<file path="config.mk">
export PLATFORM = sky130hd
export DESIGN_NAME = trem_ctrl
export DESIGN_NICKNAME = d
export VERILOG_FILES = /design/src/hdl/trem_pkg.sv /design/src/hdl/trem_ctrl.sv
export SDC_FILE = /design/constraint.sdc
export NUM_CORES = 1
export LEC_CHECK = 0
export BUFFER_PORTS_ARGS = -buffer_cell sky130_fd_sc_hd__buf_2
export CAP_MARGIN = 15
export CORE_AREA = 2 2 39 41
export CTS_CLUSTER_SIZE = 16
export DETAILED_ROUTE_END_ITERATION = 10
export DIE_AREA = 0 0 41 43
export PLACE_DENSITY_LB_ADDON = 0.08
export SKIP_CTS_REPAIR_TIMING = 1
export SLEW_MARGIN = 20
export SYNTH_ARGS = -nofsm -noshare
export SYNTH_HDL_FRONTEND = slang
export SYNTH_SLANG_ARGS = --single-unit
</file>
<file path="constraint.sdc">
create_clock -name i_clk -period 2.4 [get_ports i_clk]
set_input_delay 0 -clock i_clk [delete_from_list [all_inputs] [get_ports i_clk]]
set_output_delay 0 -clock i_clk [all_outputs]
set_load 0.05 [all_outputs]
</file>
<file path="src/hdl/trem_pkg.sv">
// Shared widths, constants, register indexes and control types for the
// tremolo modulator. No dependencies; imported by every module of the block.
package trem_pkg;

    localparam int FRAC_BITS  = 24;
    localparam int COUNT_BITS = 17;

    localparam int SAMPLE_W = 16;
    localparam int HALF_W   = 17;
    localparam int STEP_W   = 26;
    localparam int WAVE_W   = 2;
    localparam int CFG_W    = 26;
    localparam int INDEX_W  = 2;

    localparam int QW     = FRAC_BITS + 2;
    localparam int CMP_W  = (COUNT_BITS > HALF_W) ? COUNT_BITS : HALF_W;
    localparam int TRI_W  = ((QW > STEP_W) ? QW : STEP_W) + 2;
    localparam int PM_W   = QW + STEP_W + 2;
    localparam int PAR_W  = PM_W - FRAC_BITS + 1;
    localparam int SUM_W  = (TRI_W > PAR_W) ? TRI_W : PAR_W;
    localparam int AMP_W  = QW + 1;
    localparam int OW     = SAMPLE_W + AMP_W;
    localparam int OSHIFT = FRAC_BITS + 1;

    localparam logic signed [QW-1:0] Q_ONE     = QW'(64'd1 << FRAC_BITS);
    localparam logic signed [QW-1:0] Q_NEG_ONE = -Q_ONE;
    localparam longint SLEW_INT = ((64'd1 << (FRAC_BITS + 1)) + 64'd50) / 64'd100;
    localparam logic signed [QW-1:0] Q_SLEW    = QW'(SLEW_INT);
    localparam logic [OW-1:0] OUT_BIAS = OW'((64'd1 << OSHIFT) - 64'd1);

    localparam logic [HALF_W-1:0] HALF_RESET = HALF_W'(24000);
    localparam logic [STEP_W-1:0] STEP_RESET = STEP_W'(1398);

    localparam logic [INDEX_W-1:0] REG_HALF = 2'd0;
    localparam logic [INDEX_W-1:0] REG_STEP = 2'd1;
    localparam logic [INDEX_W-1:0] REG_WAVE = 2'd2;

    localparam logic [WAVE_W-1:0] WAVE_SQUARE   = 2'd0;
    localparam logic [WAVE_W-1:0] WAVE_TRIANGLE = 2'd1;
    localparam logic [WAVE_W-1:0] WAVE_PARABOLA = 2'd2;

    typedef struct packed {
        logic accept;
        logic pmul;
        logic par;
        logic amul;
        logic load;
    } t_cmd;

    typedef struct packed {
        logic out_free;
    } t_status;

    function automatic logic signed [QW-1:0] clamp_unit(input logic signed [SUM_W-1:0] v);
        if (v > SUM_W'(Q_ONE)) begin
            return Q_ONE;
        end
        if (v < SUM_W'(Q_NEG_ONE)) begin
            return Q_NEG_ONE;
        end
        return QW'(v);
    endfunction

endpackage

</file>
<file path="src/hdl/trem_ctrl.sv">
// Sequencer for the tremolo modulator: steps one sample through the datapath.
// Depends on trem_pkg for the command and status types.
module trem_ctrl import trem_pkg::*; (
    input  logic    i_clk,
    input  logic    i_rst_n,
    input  logic    i_in_valid,
    input  t_status i_status,
    output logic    o_in_stall,
    output t_cmd    o_cmd
);

    localparam logic [2:0] ST_IDLE = 3'd0;
    localparam logic [2:0] ST_PMUL = 3'd1;
    localparam logic [2:0] ST_PAR  = 3'd2;
    localparam logic [2:0] ST_AMUL = 3'd3;
    localparam logic [2:0] ST_OUT  = 3'd4;

    logic [2:0] r_state;
    logic [2:0] n_state;

    always_comb begin
        n_state = r_state;
        o_cmd   = '0;
        unique case (r_state)
            ST_IDLE: begin
                o_cmd.accept = i_in_valid;
                if (i_in_valid) begin
                    n_state = ST_PMUL;
                end
            end
            ST_PMUL: begin
                o_cmd.pmul = 1'b1;
                n_state    = ST_PAR;
            end
            ST_PAR: begin
                o_cmd.par = 1'b1;
                n_state   = ST_AMUL;
            end
            ST_AMUL: begin
                o_cmd.amul = 1'b1;
                n_state    = ST_OUT;
            end
            ST_OUT: begin
                o_cmd.load = i_status.out_free;
                if (i_status.out_free) begin
                    n_state = ST_IDLE;
                end
            end
            default: begin
                n_state = ST_IDLE;
            end
        endcase
    end

    assign o_in_stall = (r_state != ST_IDLE);

    always_ff @(posedge i_clk) begin
        if (!i_rst_n) begin
            r_state <= ST_IDLE;
        end else begin
            r_state <= n_state;
        end
    end

endmodule

</file>
# After elaboration in Yosys (flattened, before gate mapping)
# Index checks and enable logic that the tools add are counted.
totals:
  register_bits: 3
  word_cells: 18
classes:
  n_eq_ne: 6
  n_mux: 8
  n_reduce_logical: 3
op_table:
  columns: ["op", "n"]
  rows:
  - ["$pmux W3 S5", 1]
  - ["$eq A3 B2 Y1 const B", 2]
  - ["$mux W3", 2]
  - ["$mux W1", 5]
  - ["$ne A2 B2 Y1 const B", 2]
  - ["$eq A3 B1 Y1 const B", 1]
  - ["$eq A3 B3 Y1 const B", 1]
  - ["$logic_not A3 Y1", 1]
  - ["$reduce_bool A3 Y1", 1]
  - ["$reduce_and A2 Y1", 1]

# Logic depth before layout (Yosys ltp)
# Gate-level depths: netlist of the first run.
depth:
  depth_word: 3
  ltp_mapped: 3
  ltp_nobuf: 2

# Least setup slack after synthesis of the first run
# Ideal clock, no wire load.
synth_path:
  kind: "register to output"
  startpoint: "register r_state[0]"
  endpoint: "output o_cmd[3] (netlist bit)"
  arrival_time_ps: 1611
  slack_ps: 789
  stages_incl_launch_ff: 3
  path_buffers: 1
  path_cell_list: "dfxtp_1 > buf_2 > nor3b_1"
synth_rtl:
  columns: ["item", "line", "text"]
  rows:
  - ["start: declaration", "trem_ctrl.sv:18", "logic [2:0] r_state;"]
  - ["start signal: assignment", "trem_ctrl.sv:61", "r_state <= n_state;"]
  - ["end: declaration", "trem_ctrl.sv:9", "output t_cmd o_cmd"]

==> results of run 1 <==
## cell type report
type	count	area, sq um
fillers	162	1120
multi-input cells	14	93.8
flip-flops and latches	3	60.1
repair buffers	10	55.1
clock buffers	4	26.3
well taps	16	20.0
inverters	1	3.75
## cell families (layout without fill, tap and decap cells)
kind of cell / count (synthesis) / count (layout) / share of synthesized area
flops: 3 / 3 / 0.345
xor+xnor: 1 / 1 / 0.0504
buf+inv: 3 / 15 / 0.115
simple gates: 12 / 12 / 0.446
compound gates: 1 / 1 / 0.0432
## critical path, cell delays in order (launching register included)
cell and delay, ns:
dfxtp_1 0.37, or3_4 0.41, nor2_2 0.08, buf_2 0.26
## power by group
part / internal [uW] / switching, uW / total [uW]
logic: 21.5 / 47.6 / 69.0
registers: 54.5 / 8.50 / 63.0
clock network: 62.2 / 23.9 / 86.1
total: 138 / 80.0 / 218
## path summary, 6_finish.rpt
kind	startpoint	to	slack (ns)	cells after the start
worst max-delay path	r_state[1]$_SDFFE_PN0P_	o_cmd[4]	1.05	3
worst min register to register	r_state[0]$_SDFFE_PN0P_	r_state[0]$_SDFFE_PN0P_	0.61	1
worst min-delay path	i_in_valid	r_state[0]$_SDFFE_PN0P_	0.08	3
worst max register to register	r_state[2]$_SDFFE_PN0P_	r_state[2]$_SDFFE_PN0P_	1.50	2
## through the flow
step / setup WS (ns) / instances
6_report: 1.05 / 48
5_1_grt: 1.00 / 48
4_1_cts: 1.03 / 47
3_5_place_dp: 1.29 / 43
3_3_place_gp: 1.30 / 43
2_1_floorplan: 0.789 / 20
## cell usage after synthesis (all sizes together)
| cell | count |
|---|---|
| buf | 2 |
| and3b | 1 |
| nor2 | 3 |
| xnor2 | 1 |
| or3 | 1 |
| nor4b | 1 |
| o21a | 1 |
| nand2 | 1 |
| nor3b | 2 |
| dfxtp | 3 |
| nand2b | 1 |
| nor3 | 2 |
| inv | 1 |
## metal layers
metal,share of wire,GRT usage,up-vias
met4,0,0.0800,0
li1,-,-,90
met2,0.54,0.0688,5
met5,0,0,-
met3,0.068,0.0157,0
met1,0.39,0.0541,75
==> metrics, run 1 <==
status=completed; Setup crit start kind=flip-flop; CTS clk-pin slew, worst paths=0.04 ns; CTS root buf=clkbuf_4; type of the worst setup path=flip-flop to primary output; min-delay worst type=input port to flip-flop; critical path required time=2.40 ns; drc violations=0; WL/cell=7.92 um; P_leak=0.000123 uW; Vias per Instance=3.54; initial antenna violation count=0; Gate Count Post-Synth=20; TritonCTS Buffers=3; synthesized flop and latch total=3; Slew @ Worst Pin=0.268 ns; Rel. slew slack=0.821; IR drop worst, VDD=244 uV; Fin Hold WS=0.0787 ns; top cell type's share of synthesized area=0.345; overall die area=1760 sq um; TritonRoute pass-1 iters=2; maxcap violations=0; GPL Wtd Cong=0.579; layout cells sized above 1=0.438; DRT Wirelength=380 um; max reg flops=3; Sum Neg Setup Slack=0 ns; largest net degree at the start of global routing=9; most common cell after layout, fill and taps aside=buf_2; Post-DP Area=223 sq um; count of cell types in the netlist=15; GRT Util Overall=0.0541; Die Wd=41 um; H-tree Lvls=1; Pwr Total=218 uW; first-pass GRT wire length=593 um; Peak Freq=739 MHz; fin crit period=1.35 ns; Design Area, Final=259 sq um; Area contributors post-synth=dfxtp_1 35%, nor3b_1 8.6%, buf_6 6.5%; nets=37; Rows=14; CP Capture Type=primary output; Top Ports=10; gr ovfl total=0; Initial DRC Count=2; Slew Limit Fails=0; Core Util, Final=0.187; synthesized area per cell=8.70 sq um; vias in the first global route=171; sequential fraction of the synthesis area=0.345; Top Registers=r_state x3; syn nets=24; total clock sinks=3; CP max FO=8; RSZ-0062 raised after global routing=no; Ys Warns=0; CTS tree=built; largest area contributor in the netlist=dfxtp_1; Skew-Pair Late Insertion Delay=0.23 ns; vias=170; CP Data Arrival Time=1.35 ns; Final ANT Viol Nets=0; Mapped Area=174 sq um; final worst-path cycle share=0.564; Initial Util=0.126; PwrDens=842 nW/um^2; most frequent cells in the layout=9 x buf_2, 3 x clkbuf_4, 3 x dfxtp_1; Biggest register=r_state; Final Setup Violations=0; Syn-to-layout area delta=48.9%; Fin. Hold Viols=0; ANT cells=0; Clock Skew=0.00159 ns; Die Y=43 um; Bufs on Longest Clock Path=2; number of port buffers=9; total core area=1380 sq um
Power figures use the tool's default switching activity.
==> run 2: changes to the inputs <==
==> constraint.sdc (replaced) <==
create_clock -name i_clk -period 1.1 [get_ports i_clk]
set_input_delay 0 -clock i_clk [delete_from_list [all_inputs] [get_ports i_clk]]
set_output_delay 0 -clock i_clk [all_outputs]
set_load 0.05 [all_outputs]
==> metrics, run 2 (synthesis results as in run 1) <==
status=finished, violations left; failing checks=setup timing; Net Sw Frac=0.366; ANT cells=0; max reg flops=3; Sum Neg Setup Slack=-0.155 ns; P_int=351 uW; highest routed layer=met3; CTS root buf=clkbuf_4; type of the worst setup path=flip-flop to primary output; CTS tree=built; drc violations=0; Final Setup Violations=4; RSZ-0062 raised after global routing=yes; post-detail-place hpwl=316 um; Comb power frac=0.419; CTS clk-pin slew, worst paths=0.04 ns; met3 wire length=30 um; initial antenna violation count=0; final worst-path cycle share=1.07; TritonRoute pass-1 iters=2; Slew Limit Fails=0; Setup crit start kind=flip-flop; Syn-to-layout area delta=111%; number of port buffers=9; GRT Util Overall=0.0702; Rows=14; min-delay worst type=input port to flip-flop; Initial DRC Count=2; layout cells sized above 1=0.657; gr ovfl total=0; Top Registers=r_state x3; Fin. Hold Viols=0; TritonCTS Buffers=3; Bufs on Longest Clock Path=2; Skew-Pair Late Insertion Delay=0.23 ns; Biggest register=r_state; GPL Wtd Cong=0.623; Rel. slew slack=0.816; vias=187; Die Y=43 um; Die Wd=41 um; Vias per Instance=3.67; Final ANT Viol Nets=0; PwrDens=1510 nW/um^2; net load switching power=203 uW; Pwr Total=554 uW; pre-CTS setup slack=0.0746 ns; total clock sinks=3; largest net degree at the start of global routing=8; Sequential Power Share=0.228; M1 wire length=174 um; WL met2=251 um; maxcap violations=0; CP Capture Type=primary output; DRT Wirelength=456 um; Fin Hold WS=0.0572 ns; total core area=1380 sq um; first-pass GRT wire length=779 um; Peak Freq=850 MHz; CP Data Arrival Time=1.18 ns; vias in the first global route=204; Clock Skew=0.000706 ns; Core Util, Final=0.265; Clock Power Share=0.353; post-route setup slack=-0.0767 ns; overall die area=1760 sq um; H-tree Lvls=1; Initial Util=0.126; CP max FO=2; most frequent cells in the layout=4 x buf_2, 4 x buf_6, 3 x clkbuf_4; IR drop worst, VDD=345 uV; P_leak=0.000153 uW; fin crit period=1.18 ns; Top Ports=10; nets=40; critical path required time=1.10 ns; WL/cell=8.94 um; Slew @ Worst Pin=0.272 ns
-- run 2: cell count changes in the layout (fill, tap and decap cells not counted), sizes merged --
| cell | change |
|---|---|
| buf | +3 |
-- run 2: worst paths after layout --
check / to / start / cells past startpoint / slack, ns
worst min-delay path: r_state[0]$_SDFFE_PN0P_ / i_in_valid / 3 / 0.06
worst max-delay path: o_cmd[4] / r_state[1]$_SDFFE_PN0P_ / 3 / -0.08
worst min register to register: r_state[0]$_SDFFE_PN0P_ / r_state[0]$_SDFFE_PN0P_ / 2 / 0.56
worst max register to register: r_state[2]$_SDFFE_PN0P_ / r_state[1]$_SDFFE_PN0P_ / 3 / 0.10
-- run 2: power groups by stage --
stage / Sequential, uW / Combinational [uW] / Clock, uW
3_5_place_dp: 126 / 188 / 0
3_3_place_gp: 126 / 189 / 0
4_1_cts: 124 / 188 / 211
5_1_grt: 127 / 248 / 213
2_1_floorplan: 124 / 155 / 0
6_report: 126 / 232 / 196
-- run 2: metal layers --
layer / vias up / global-route usage
met1: 85 / 0.0769
met5: - / 0
met4: 0 / 0.0800
li1: 95 / -
met2: 7 / 0.0875
met3: 0 / 0.0314
-- run 2: layout make-up --
type                       instances  area, sq um
inverter                           1         3.75
timing repair buffer              13          120
clock buffer                       4         26.3
sequential                         3         62.6
tap                               16         20.0
fill                             153         1020
multi-input combinational         14          134
-- run 2: worst max-delay path, stage by stage, from the launching register on --
cell and delay (ns):
dfxtp_1 0.30, or3_4 0.40, nor2_4 0.10, buf_8 0.15
-- run 2: metrics by stage --
step	instances	area (sq um)
floorplan	20	195
detailed placement	46	267
global placement	46	267
global route	51	367
finish	51	367
CTS	50	293
==> run 3: changes to the inputs <==
--- a/config.mk
+++ b/config.mk
@@ -5,8 +5,8 @@
 export SDC_FILE = /design/constraint.sdc
 export NUM_CORES = 1
 export LEC_CHECK = 0
+export ABC_AREA = 1
 export BUFFER_PORTS_ARGS = -buffer_cell sky130_fd_sc_hd__buf_2
-export CAP_MARGIN = 15
 export CORE_AREA = 2 2 39 41
 export CTS_CLUSTER_SIZE = 16
 export DETAILED_ROUTE_END_ITERATION = 10
==> constraint.sdc (replaced) <==
create_clock -name i_clk -period 1.15 [get_ports i_clk]
set_input_delay 0 -clock i_clk [delete_from_list [all_inputs] [get_ports i_clk]]
set_output_delay 0 -clock i_clk [all_outputs]
set_load 0.05 [all_outputs]
==> metrics, run 3 <==
CP max FO=4; Fin Hold WS=-0.00492 ns; maxcap violations=0; Top Registers=r_state x3; Peak Freq=938 MHz; CTS clk-pin slew, worst paths=0.03 ns; Sum Neg Setup Slack=0 ns; layout cells sized above 1=0.525; Ys Warns=0; R2R Path End=r_state[1]$_SDFFE_PN0P_; Vias per Instance=3.30; synthesized flop and latch total=3; largest area contributor in the netlist=dfxtp_1; Post-DP Area=244 sq um; initial antenna violation count=0; Die Y=43 um; synthesized area per cell=6.16 sq um; PwrDens=1750 nW/um^2; Slew Limit Fails=0; Async SR Flop Fraction=0; Design Area, Final=298 sq um; TritonCTS Buffers=3; Rel. slew slack=0.836; top_reg_cell synth=dfxtp_1; total core area=1380 sq um; nets=45; type of the worst setup path=flip-flop to primary output; cell with the most instances after synthesis=inv_1; H-tree Lvls=1; most common cell after layout, fill and taps aside=inv_1; gr ovfl total=0; Comb power frac=0.395; CTS root buf=clkbuf_4; Hold EP=r_state[1]$_SDFFE_PN0P_; Net Sw Frac=0.401; net load switching power=209 uW; Initial DRC Count=1; number of port buffers=9; min-delay worst type=input port to flip-flop; status=finished, violations left; IR drop worst, VDD=419 uV; failing checks=hold timing; fin crit period=1.07 ns; first-pass GRT wire length=662 um; hold path cells=2; drc violations=0; hold path startpoint=i_rst_n; Synth top cells by count=8 x inv_1, 5 x nand3_1, 5 x nor2_1; reg2reg setup slack=0.32 ns; GPL Wtd Cong=0.636; CTS tree=built; pre-CTS setup slack=0.122 ns; vias=185; sequential fraction of the synthesis area=0.375; Final Setup Violations=0; Biggest register=r_state; Clock Power Share=0.346; Rows=14; Top Ports=10; ANT cells=0; GRT Util Overall=0.0631; top cell type's share of synthesized area=0.375; post-route setup slack=0.0839 ns; Die Wd=41 um; WL/cell=7.34 um; Syn-to-layout area delta=85.9%; Final ANT Viol Nets=0; Mapped Area=160 sq um; Clock Skew=0.00213 ns; final worst-path cycle share=0.927; syn nets=30; Worst R2R Path Depth=4; CP Capture Type=primary output; TritonRoute pass-1 iters=4; Skew-Pair Late Insertion Delay=0.23 ns; largest net degree at the start of global routing=7; critical path required time=1.15 ns; number of synthesized flops with an enable pin=0; Slew @ Worst Pin=0.248 ns; max reg flops=3; most frequent cells in the layout=8 x inv_1, 5 x nand3_1, 5 x clkbuf_4, 5 x buf_2, 3 x dfxtp_2; total clock sinks=3; Gate Count Post-Synth=26; CP Data Arrival Time=1.07 ns; RSZ-0062 raised after global routing=no; overall die area=1760 sq um; vias in the first global route=180; Fin. Hold Viols=1; Bufs on Longest Clock Path=2; P_int=312 uW; P_leak=0.000159 uW; Area contributors post-synth=dfxtp_1 38%, inv_1 19%, nand3_1 16%; post-detail-place hpwl=343 um; Setup crit start kind=flip-flop; DRT Wirelength=411 um; Initial Util=0.116; count of cell types in the netlist=8; Reg2Reg Launch Point=r_state[2]$_SDFFE_PN0P_; Sequential Power Share=0.259
run 3: how the worst max path moves through the flow:
| stage | start | endpoint | slack [ns] |
|---|---|---|---|
| 6_report | r_state[2]$_SDFFE_PN0P_ | o_cmd[4] | 0.08 |
| 5_1_grt | r_state[2]$_SDFFE_PN0P_ | o_cmd[0] | 0.009 |
| 4_1_cts | r_state[0]$_SDFFE_PN0P_ | o_cmd[4] | -0.13 |
| 3_5_place_dp | r_state[0]$_SDFFE_PN0P_ | o_cmd[4] | 0.12 |
| 3_3_place_gp | r_state[0]$_SDFFE_PN0P_ | o_cmd[4] | 0.14 |
| 2_1_floorplan | r_state[2]$_SDFFE_PN0P_ | o_cmd[0] | -0.21 |
run 3: final cells by class:
class                   instances  area [sq um]
repair buffers                 10          66.3
inverters                       8          30.0
clock buffers                   4          26.3
well taps                      16          20.0
multi-input cells              15          91.3
fillers                       164          1090
flip-flops and latches          3          63.8
run 3: cells by family (layout without fill, tap and decap cells):
group,Yosys count,after routing,share of synthesized area
AOI/OAI and AO/OA,2,2,0.0781
buffers and inverters,8,22,0.188
DFF,3,3,0.375
and+or+nand+nor,13,13,0.359
run 3: power groups by stage:
| stage | logic (uW) | registers (uW) | clock network [uW] |
|---|---|---|---|
| after global placement | 189 | 133 | 0 |
| final | 206 | 135 | 180 |
| after detailed placement | 188 | 133 | 0 |
| after CTS | 189 | 131 | 192 |
| after global routing | 221 | 137 | 197 |
| after floorplan | 153 | 130 | 0 |
run 3: routing by layer:
metal  track usage  share of wire  wire [um]
met2        0.0781           0.50        206
met5             0              0          0
met3        0.0157           0.10         43
met4         0.100              0          0
met1        0.0639           0.39        161
run 3: worst max-delay path, cell delays in order (launching register included):
cell     delay (ns)
dfxtp_2        0.33
nor2_2         0.16
nand2_2        0.09
nor2_4         0.11
buf_6          0.15
run 3: through the flow:
stage                     utilization  hold WS (ns)  cells  total power [uW]
after global routing            0.215       0.00111     56               556
after floorplan                     -         0.118     26               283
after global placement          0.176         0.227     51               322
final                           0.215      -0.00492     56               521
after detailed placement        0.176         0.227     51               321
after CTS                       0.195      -0.00749     55               512
